--- config.mk ---
export PLATFORM = sky130hd
export DESIGN_NAME = double_ended_queue
export DESIGN_NICKNAME = d
export VERILOG_FILES = /design/src/rtl/dq_pkg.sv /design/src/rtl/dq_cell.sv /design/src/rtl/double_ended_queue.sv
export SDC_FILE = /design/constraint.sdc
export NUM_CORES = 1
export LEC_CHECK = 0
export BUFFER_PORTS_ARGS = -buffer_cell sky130_fd_sc_hd__buf_2
export CAP_MARGIN = 30
export CORE_MARGIN = 5
export CORE_UTILIZATION = 40
export CTS_CLUSTER_DIAMETER = 150
export DETAILED_ROUTE_END_ITERATION = 10
export GPL_ROUTABILITY_DRIVEN = 0
export PLACE_DENSITY = 0.62
export SLEW_MARGIN = 5
export SYNTH_ARGS = -nofsm -noshare
export SYNTH_HDL_FRONTEND = slang
export SYNTH_SLANG_ARGS = --single-unit
export TNS_END_PERCENT = 50
--- constraint.sdc ---
create_clock -name clk -period 5.3 [get_ports clk]
set_input_delay 1.59 -clock clk [delete_from_list [all_inputs] [get_ports clk]]
set_output_delay 1.59 -clock clk [all_outputs]
set_load 0.02 [all_outputs]
--- src/rtl/dq_pkg.sv ---
// Package with the shared constants and types of the double-ended queue.
package dq_pkg;

  localparam int DEPTH = 16;
  localparam int DATA_W = 32;
  localparam int CNT_W = $clog2(DEPTH + 1);
  localparam int VALUE_W = 32;
  localparam int OCC_W = 5;

  typedef enum logic [2:0] {
    OP_PUSH_BACK  = 3'd0,
    OP_POP_BACK   = 3'd1,
    OP_PUSH_FRONT = 3'd2,
    OP_POP_FRONT  = 3'd3,
    OP_PEEK_BACK  = 3'd4,
    OP_PEEK_FRONT = 3'd5,
    OP_CLEAR      = 3'd6,
    OP_COUNT      = 3'd7
  } op_t;

  typedef enum logic [1:0] {
    ST_OK    = 2'd0,
    ST_EMPTY = 2'd1,
    ST_FULL  = 2'd2
  } status_t;

  typedef enum logic [2:0] {
    CELL_HOLD,
    CELL_SHIFT_R,
    CELL_SHIFT_L,
    CELL_APPEND,
    CELL_DROP_LAST,
    CELL_CLEAR
  } cell_op_t;

  typedef struct packed {
    cell_op_t              kind;
    logic [DATA_W-1:0]     value;
  } cell_cmd_t;

  typedef struct packed {
    op_t                   op;
    logic [VALUE_W-1:0]    value;
  } in_item_t;

  typedef struct packed {
    logic [VALUE_W-1:0]    data_out;
    status_t               status;
    logic [OCC_W-1:0]      occupancy;
  } out_item_t;

endpackage

--- src/rtl/dq_cell.sv ---
// One storage cell of the queue chain, trading its element with its neighbors.
module dq_cell (
  input  logic                       clk,
  input  logic                       rst_n,
  input  dq_pkg::cell_cmd_t          cmd,
  input  logic [dq_pkg::DATA_W-1:0]  left_data,
  input  logic                       left_valid,
  input  logic [dq_pkg::DATA_W-1:0]  right_data,
  input  logic                       right_valid,
  output logic [dq_pkg::DATA_W-1:0]  data,
  output logic                       valid,
  output logic                       last
);

  logic [dq_pkg::DATA_W-1:0] data_r;
  logic [dq_pkg::DATA_W-1:0] data_nxt;
  logic                      valid_r;
  logic                      valid_nxt;

  always_comb begin
    data_nxt  = data_r;
    valid_nxt = valid_r;
    case (cmd.kind)
      dq_pkg::CELL_SHIFT_R: begin
        data_nxt  = left_data;
        valid_nxt = left_valid;
      end
      dq_pkg::CELL_SHIFT_L: begin
        data_nxt  = right_data;
        valid_nxt = right_valid;
      end
      dq_pkg::CELL_APPEND: begin
        if (!valid_r && left_valid) begin
          data_nxt  = cmd.value;
          valid_nxt = 1'b1;
        end
      end
      dq_pkg::CELL_DROP_LAST: begin
        if (valid_r && !right_valid) begin
          valid_nxt = 1'b0;
        end
      end
      dq_pkg::CELL_CLEAR: begin
        valid_nxt = 1'b0;
      end
      default: begin
      end
    endcase
  end

  always_ff @(posedge clk) begin
    data_r <= data_nxt;
  end

  always_ff @(posedge clk) begin
    if (!rst_n) begin
      valid_r <= 1'b0;
    end else begin
      valid_r <= valid_nxt;
    end
  end

  assign data  = data_r;
  assign valid = valid_r;
  assign last  = valid_r && !right_valid;

endmodule

--- src/rtl/double_ended_queue.sv ---
// Top level of the bounded double-ended queue built from a chain of cells.
// Each transaction is one operation: push or pop at either end, peek at either end,
// clear, or a count query, and each returns exactly one result with the removed or
// peeked element, a status and the occupancy after the operation. The elements sit in
// a row of DEPTH cells in order from front to back; a push at the front shifts the
// whole row one cell toward the back, and a pop from the front shifts it back. One
// operation is taken every cycle: the only limit is the single result register, which
// accepts a new transaction in the same cycle its result is taken. The registered
// result appears in the next cycle. A push to a full queue reports a full error and
// a pop or peek on an empty queue an empty error; neither changes the contents.
module double_ended_queue (
  input  logic              clk,
  input  logic              rst_n,
  input  logic              in_valid,
  output logic              in_ready,
  input  dq_pkg::in_item_t  in_data,
  output logic              out_valid,
  input  logic              out_ready,
  output dq_pkg::out_item_t out_data
);

  logic [dq_pkg::DATA_W-1:0] cell_data  [dq_pkg::DEPTH];
  logic                      cell_valid [dq_pkg::DEPTH];
  logic                      cell_last  [dq_pkg::DEPTH];

  dq_pkg::cell_cmd_t         cmd;
  logic [dq_pkg::DATA_W-1:0] push_value;
  logic [dq_pkg::DATA_W-1:0] back_data;
  logic [dq_pkg::DATA_W-1:0] rd_data;
  dq_pkg::status_t           status;
  dq_pkg::cell_op_t          kind;
  logic                      fire;
  logic                      empty;
  logic                      full;

  logic [dq_pkg::CNT_W-1:0]  count_r;
  logic [dq_pkg::CNT_W-1:0]  count_nxt;
  logic                      out_valid_r;
  logic                      out_valid_nxt;
  dq_pkg::out_item_t         out_data_r;

  assign in_ready   = !out_valid_r || out_ready;
  assign fire       = in_valid && in_ready;
  assign empty      = (count_r == '0);
  assign full       = (count_r == dq_pkg::CNT_W'(dq_pkg::DEPTH));
  assign push_value = dq_pkg::DATA_W'(in_data.value);

  always_comb begin
    back_data = '0;
    for (int i = 0; i < dq_pkg::DEPTH; i++) begin
      back_data = back_data | (cell_data[i] & {dq_pkg::DATA_W{cell_last[i]}});
    end
  end

  always_comb begin
    kind      = dq_pkg::CELL_HOLD;
    status    = dq_pkg::ST_OK;
    rd_data   = '0;
    count_nxt = count_r;
    unique case (in_data.op)
      dq_pkg::OP_PUSH_BACK: begin
        if (full) begin
          status = dq_pkg::ST_FULL;
        end else begin
          kind      = dq_pkg::CELL_APPEND;
          count_nxt = count_r + 1'b1;
        end
      end
      dq_pkg::OP_POP_BACK: begin
        if (empty) begin
          status = dq_pkg::ST_EMPTY;
        end else begin
          kind      = dq_pkg::CELL_DROP_LAST;
          rd_data   = back_data;
          count_nxt = count_r - 1'b1;
        end
      end
      dq_pkg::OP_PUSH_FRONT: begin
        if (full) begin
          status = dq_pkg::ST_FULL;
        end else begin
          kind      = dq_pkg::CELL_SHIFT_R;
          count_nxt = count_r + 1'b1;
        end
      end
      dq_pkg::OP_POP_FRONT: begin
        if (empty) begin
          status = dq_pkg::ST_EMPTY;
        end else begin
          kind      = dq_pkg::CELL_SHIFT_L;
          rd_data   = cell_data[0];
          count_nxt = count_r - 1'b1;
        end
      end
      dq_pkg::OP_PEEK_BACK: begin
        if (empty) begin
          status = dq_pkg::ST_EMPTY;
        end else begin
          rd_data = back_data;
        end
      end
      dq_pkg::OP_PEEK_FRONT: begin
        if (empty) begin
          status = dq_pkg::ST_EMPTY;
        end else begin
          rd_data = cell_data[0];
        end
      end
      dq_pkg::OP_CLEAR: begin
        kind      = dq_pkg::CELL_CLEAR;
        count_nxt = '0;
      end
      dq_pkg::OP_COUNT: begin
      end
      default: begin
      end
    endcase
  end

  assign cmd = {(fire ? kind : dq_pkg::CELL_HOLD), push_value};

  genvar g;
  generate
    for (g = 0; g < dq_pkg::DEPTH; g++) begin : g_cell
      logic [dq_pkg::DATA_W-1:0] l_data;
      logic                      l_valid;
      logic [dq_pkg::DATA_W-1:0] r_data;
      logic                      r_valid;

      if (g == 0) begin : g_head
        assign l_data  = push_value;
        assign l_valid = 1'b1;
      end else begin : g_link_l
        assign l_data  = cell_data[g-1];
        assign l_valid = cell_valid[g-1];
      end

      if (g == dq_pkg::DEPTH - 1) begin : g_tail
        assign r_data  = '0;
        assign r_valid = 1'b0;
      end else begin : g_link_r
        assign r_data  = cell_data[g+1];
        assign r_valid = cell_valid[g+1];
      end

      dq_cell u_cell (
        .clk         (clk),
        .rst_n       (rst_n),
        .cmd         (cmd),
        .left_data   (l_data),
        .left_valid  (l_valid),
        .right_data  (r_data),
        .right_valid (r_valid),
        .data        (cell_data[g]),
        .valid       (cell_valid[g]),
        .last        (cell_last[g])
      );
    end
  endgenerate

  always_comb begin
    out_valid_nxt = out_valid_r;
    if (fire) begin
      out_valid_nxt = 1'b1;
    end else if (out_ready) begin
      out_valid_nxt = 1'b0;
    end
  end

  always_ff @(posedge clk) begin
    if (!rst_n) begin
      count_r     <= '0;
      out_valid_r <= 1'b0;
    end else begin
      out_valid_r <= out_valid_nxt;
      if (fire) begin
        count_r <= count_nxt;
      end
    end
  end

  always_ff @(posedge clk) begin
    if (fire) begin
      out_data_r.data_out  <= dq_pkg::VALUE_W'(rd_data);
      out_data_r.status    <= status;
      out_data_r.occupancy <= dq_pkg::OCC_W'(count_nxt);
    end
  end

  assign out_valid = out_valid_r;
  assign out_data  = out_data_r;

endmodule
==> out/qor.txt <==
Worst-Skew Late Latency -> 630 ps
Largest net degree at the start of global routing -> 95
Cell depth of the worst min-delay path -> 1
Vert. Die Dim -> 274 um
Max Freq -> 251 MHz
FP Rows -> 96
Sequential fraction of design power -> 48.6%
Leakage Power -> 0.0104 uW
VDD IR max -> 0.244 mV
P_sw -> 2640 uW
Vias in the first global route -> 20400
Critical Path Source Type -> flop
Placeable core region -> 68800 um^2
P_int -> 8400 uW
Synth async-reset ratio -> 0%
Worst r2r src -> count_r[0]
Main synth FF type -> edfxtp_1
Skew final -> 14.9 ps
Initial antenna violation count -> 0
YS warnings -> 0
Data required time of the critical path -> 5610 ps
Port Buffers -> 79
Post-CTS Setup Inserts -> 0
Hold Buf Count CTS -> 0
Multi-input logic area -> 9950 um^2
Placed instance area -> 29400 um^2
Seq cells post-synth -> 573
Clock-pin slew on the worst setup and hold paths -> 60 ps
Crit path largest cell delay -> 590 ps
Post-route ant nets -> 0
Max Buffers Root-to-Sink -> 3
Worst setup EP type -> flop
Die area -> 75100 um^2
Final min period -> 3980 ps
Reg2reg path depth -> 9
FF-to-FF setup slack -> 1320 ps
DRT iter0 DRCs -> 3310
DRC -> 0
Status -> complete, no violations
Critical Path Fanout Max -> 23
Pre-antenna DRT Iters -> 6
Die W -> 274 um
Fill count -> 5961
I/O pin count -> 80
Wire per inst -> 31.2 um
Total grt overflow -> 0
Clk pwr share -> 42.0%
Cell variety after synth -> 58
First-pass GRT wire length -> 134000 um
Via count -> 21300
Switching Share -> 23.9%
RSZ-0062 raised after global routing -> false
Hold Crit Class -> reg -> reg
Gr usage total -> 23.4%
DP Wirelength -> 50300 um
Share of cells above drive strength 1 -> 16.4%
Post-Layout Inst Area -> 31500 um^2
Data arrival, critical path -> 4290 ps
Final wirelength -> 91700 um
Combinational share of power -> 9.4%
Worst path buffer plus inverter count -> 4
Syn Inst Count -> 2005
DR vias/cell -> 7.25
Slew Limit Headroom -> 28.1%
Slew @ Worst Pin -> 1080 ps
H-tree depth -> 2
Root buf cell -> clkbuf_16
Crit path top cell by count -> buf_4
Number of diodes -> 0
CTS resizes -> 0
Clock sink total -> 573
Syn-to-layout area delta -> 13.1%
Sequential element share of the synthesized area -> 60.9%
Crit Path Class -> reg -> reg
Slowest CP cell -> a21oi_4
PD cells -> 350 nW/um^2
Syn avg cell area -> 13.9 um^2
Initial cell density of the core -> 40.5%
Post-Syn Nets -> 2046
Max_cap viols -> 0
Overall Power -> 11000 uW
Final Slew Violations -> 0
Hold_sp -> g_cell[14].u_cell.data[15]
Final hold violation count -> 0
Register area -> 17000 um^2
CTS Buf Count -> 61
CP Cell Sequence -> inv_1 -> ha_1 -> nand4bb_1 -> o2111a_1 -> buf_4 -> nand2_1 -> buf_4 -> a21oi_4 -> buf_12
Final nets -> 2003
Final setup vio count -> 0
CTS tree -> done
CP delay by family, top -> buffers and inverters
Post-synth EDFFs -> 551
Reg-to-Reg End -> g_cell[7].u_cell.data[22]
Synthesized area -> 27900 um^2
Worst hold endpoint -> g_cell[15].u_cell.data[15]
Period utilization -> 75.1%
==> per-stage QoR <==
step / utilization, % / cells / setup TNS (ps) / hold slack [ps] / setup slack, ps
2_1_floorplan: - / 2005 / -7210 / 517 / -75.1
3_3_place_gp: 42.6 / 2828 / 0 / 557 / 1040
3_5_place_dp: 42.7 / 2829 / 0 / 572 / 986
4_1_cts: 45.8 / 2942 / 0 / 582 / 1440
5_1_grt: 45.8 / 2943 / 0 / 613 / 1190
6_report: 45.8 / 2943 / 0 / 584 / 1320
==> power groups by stage <==
stage / logic (uW) / clock network, uW / registers (uW)
after CTS: 1020 / 4700 / 5360
after global routing: 1090 / 4900 / 5380
after detailed placement: 1020 / 0 / 5450
after floorplan: 629 / 0 / 5440
final: 1040 / 4630 / 5360
after global placement: 997 / 0 / 5450
==> how the worst max path moves through the flow <==
| stage | cells past startpoint | slack (ps) | start | endpoint |
|---|---|---|---|---|
| 2_1_floorplan | 6 | -80 | out_ready | g_cell[10].u_cell.data[0] |
| 3_3_place_gp | 7 | 1040 | in_data[32] | g_cell[1].u_cell.data[28] |
| 3_5_place_dp | 8 | 990 | in_data[34] | g_cell[7].u_cell.data[11] |
| 4_1_cts | 9 | 1440 | count_r[0] | g_cell[7].u_cell.data[10] |
| 5_1_grt | 9 | 1190 | count_r[0] | g_cell[7].u_cell.data[22] |
| 6_report | 9 | 1320 | count_r[0] | g_cell[7].u_cell.data[22] |
==> registers in the layout, indices dropped and copies added, names as in the netlist <==
register	flops
out_data	39
out_valid	1
g_cell.u_cell.data	512
g_cell.u_cell.valid	16
count_r	5
==> cell usage after synthesis (14+ instances only) <==
master	number	area, um^2
edfxtp_1	551	16500
a221o_1	450	4500
buf_2	140	701
clkbuf_1	108	405
a22oi_1	104	781
a22o_1	97	850
a221oi_1	89	780
nand4_1	45	282
nand2_1	44	165
a21o_1	34	255
and2_1	32	200
mux2_2	32	360
a21oi_1	24	120
dfxtp_1	22	440
o21ai_0	22	110
nor3_1	21	105
inv_1	17	63.8
nor2b_1	17	106
nand3_1	15	75.1
nand2b_1	14	87.6
nor2_1	14	52.6
o31ai_1	14	105
==> worst register-to-register path: stages (launching register included) <==
cell and delay (ps):
dfxtp_1 500, inv_1 150, ha_1 320, nand4bb_1 530
o2111a_1 260, buf_4 200, nand2_1 370, buf_4 380
a21oi_4 590, buf_12 310
==> layer usage <==
metal  wire [um]  part of all wire (%)  up-vias  GRT usage (%)
met5           0                     0        -              0
met4        3600                   3.9        0           9.05
met3       11100                    12      239           4.95
met2       40600                    44     1614           35.0
met1       36500                    40    10800           33.4
li1            -                     -     8737              -
==> cell usage in the layout (no fill, tap or decap), types with 44 or more instances in the layout <==
master	n
a22oi_1	104
nand2_1	44
buf_2	79
a221o_1	450
a22o_1	97
buf_4	62
a221oi_1	89
edfxtp_1	551
clkbuf_16	63
nand4_1	45
==> logic make-up after synthesis <==
kind of cell,Yosys count,share of synthesized area (%)
fa+ha+maj,2,0.0897
flops,573,60.9
xor+xnor,2,0.0628
simple gates,221,4.43
mux,35,1.40
compound gates,889,28.5
buf+inv,283,4.56
==> final cells by class <==
type                    instances  area share, %
clock buffers                  71           5.09
clock inverters                42           1.71
inverters                      18          0.214
multi-input cells            1149           31.5
flip-flops and latches        573           53.9
well taps                     931           3.69
repair buffers                159           3.87
Note: power is estimated with default switching activity, not from simulation.
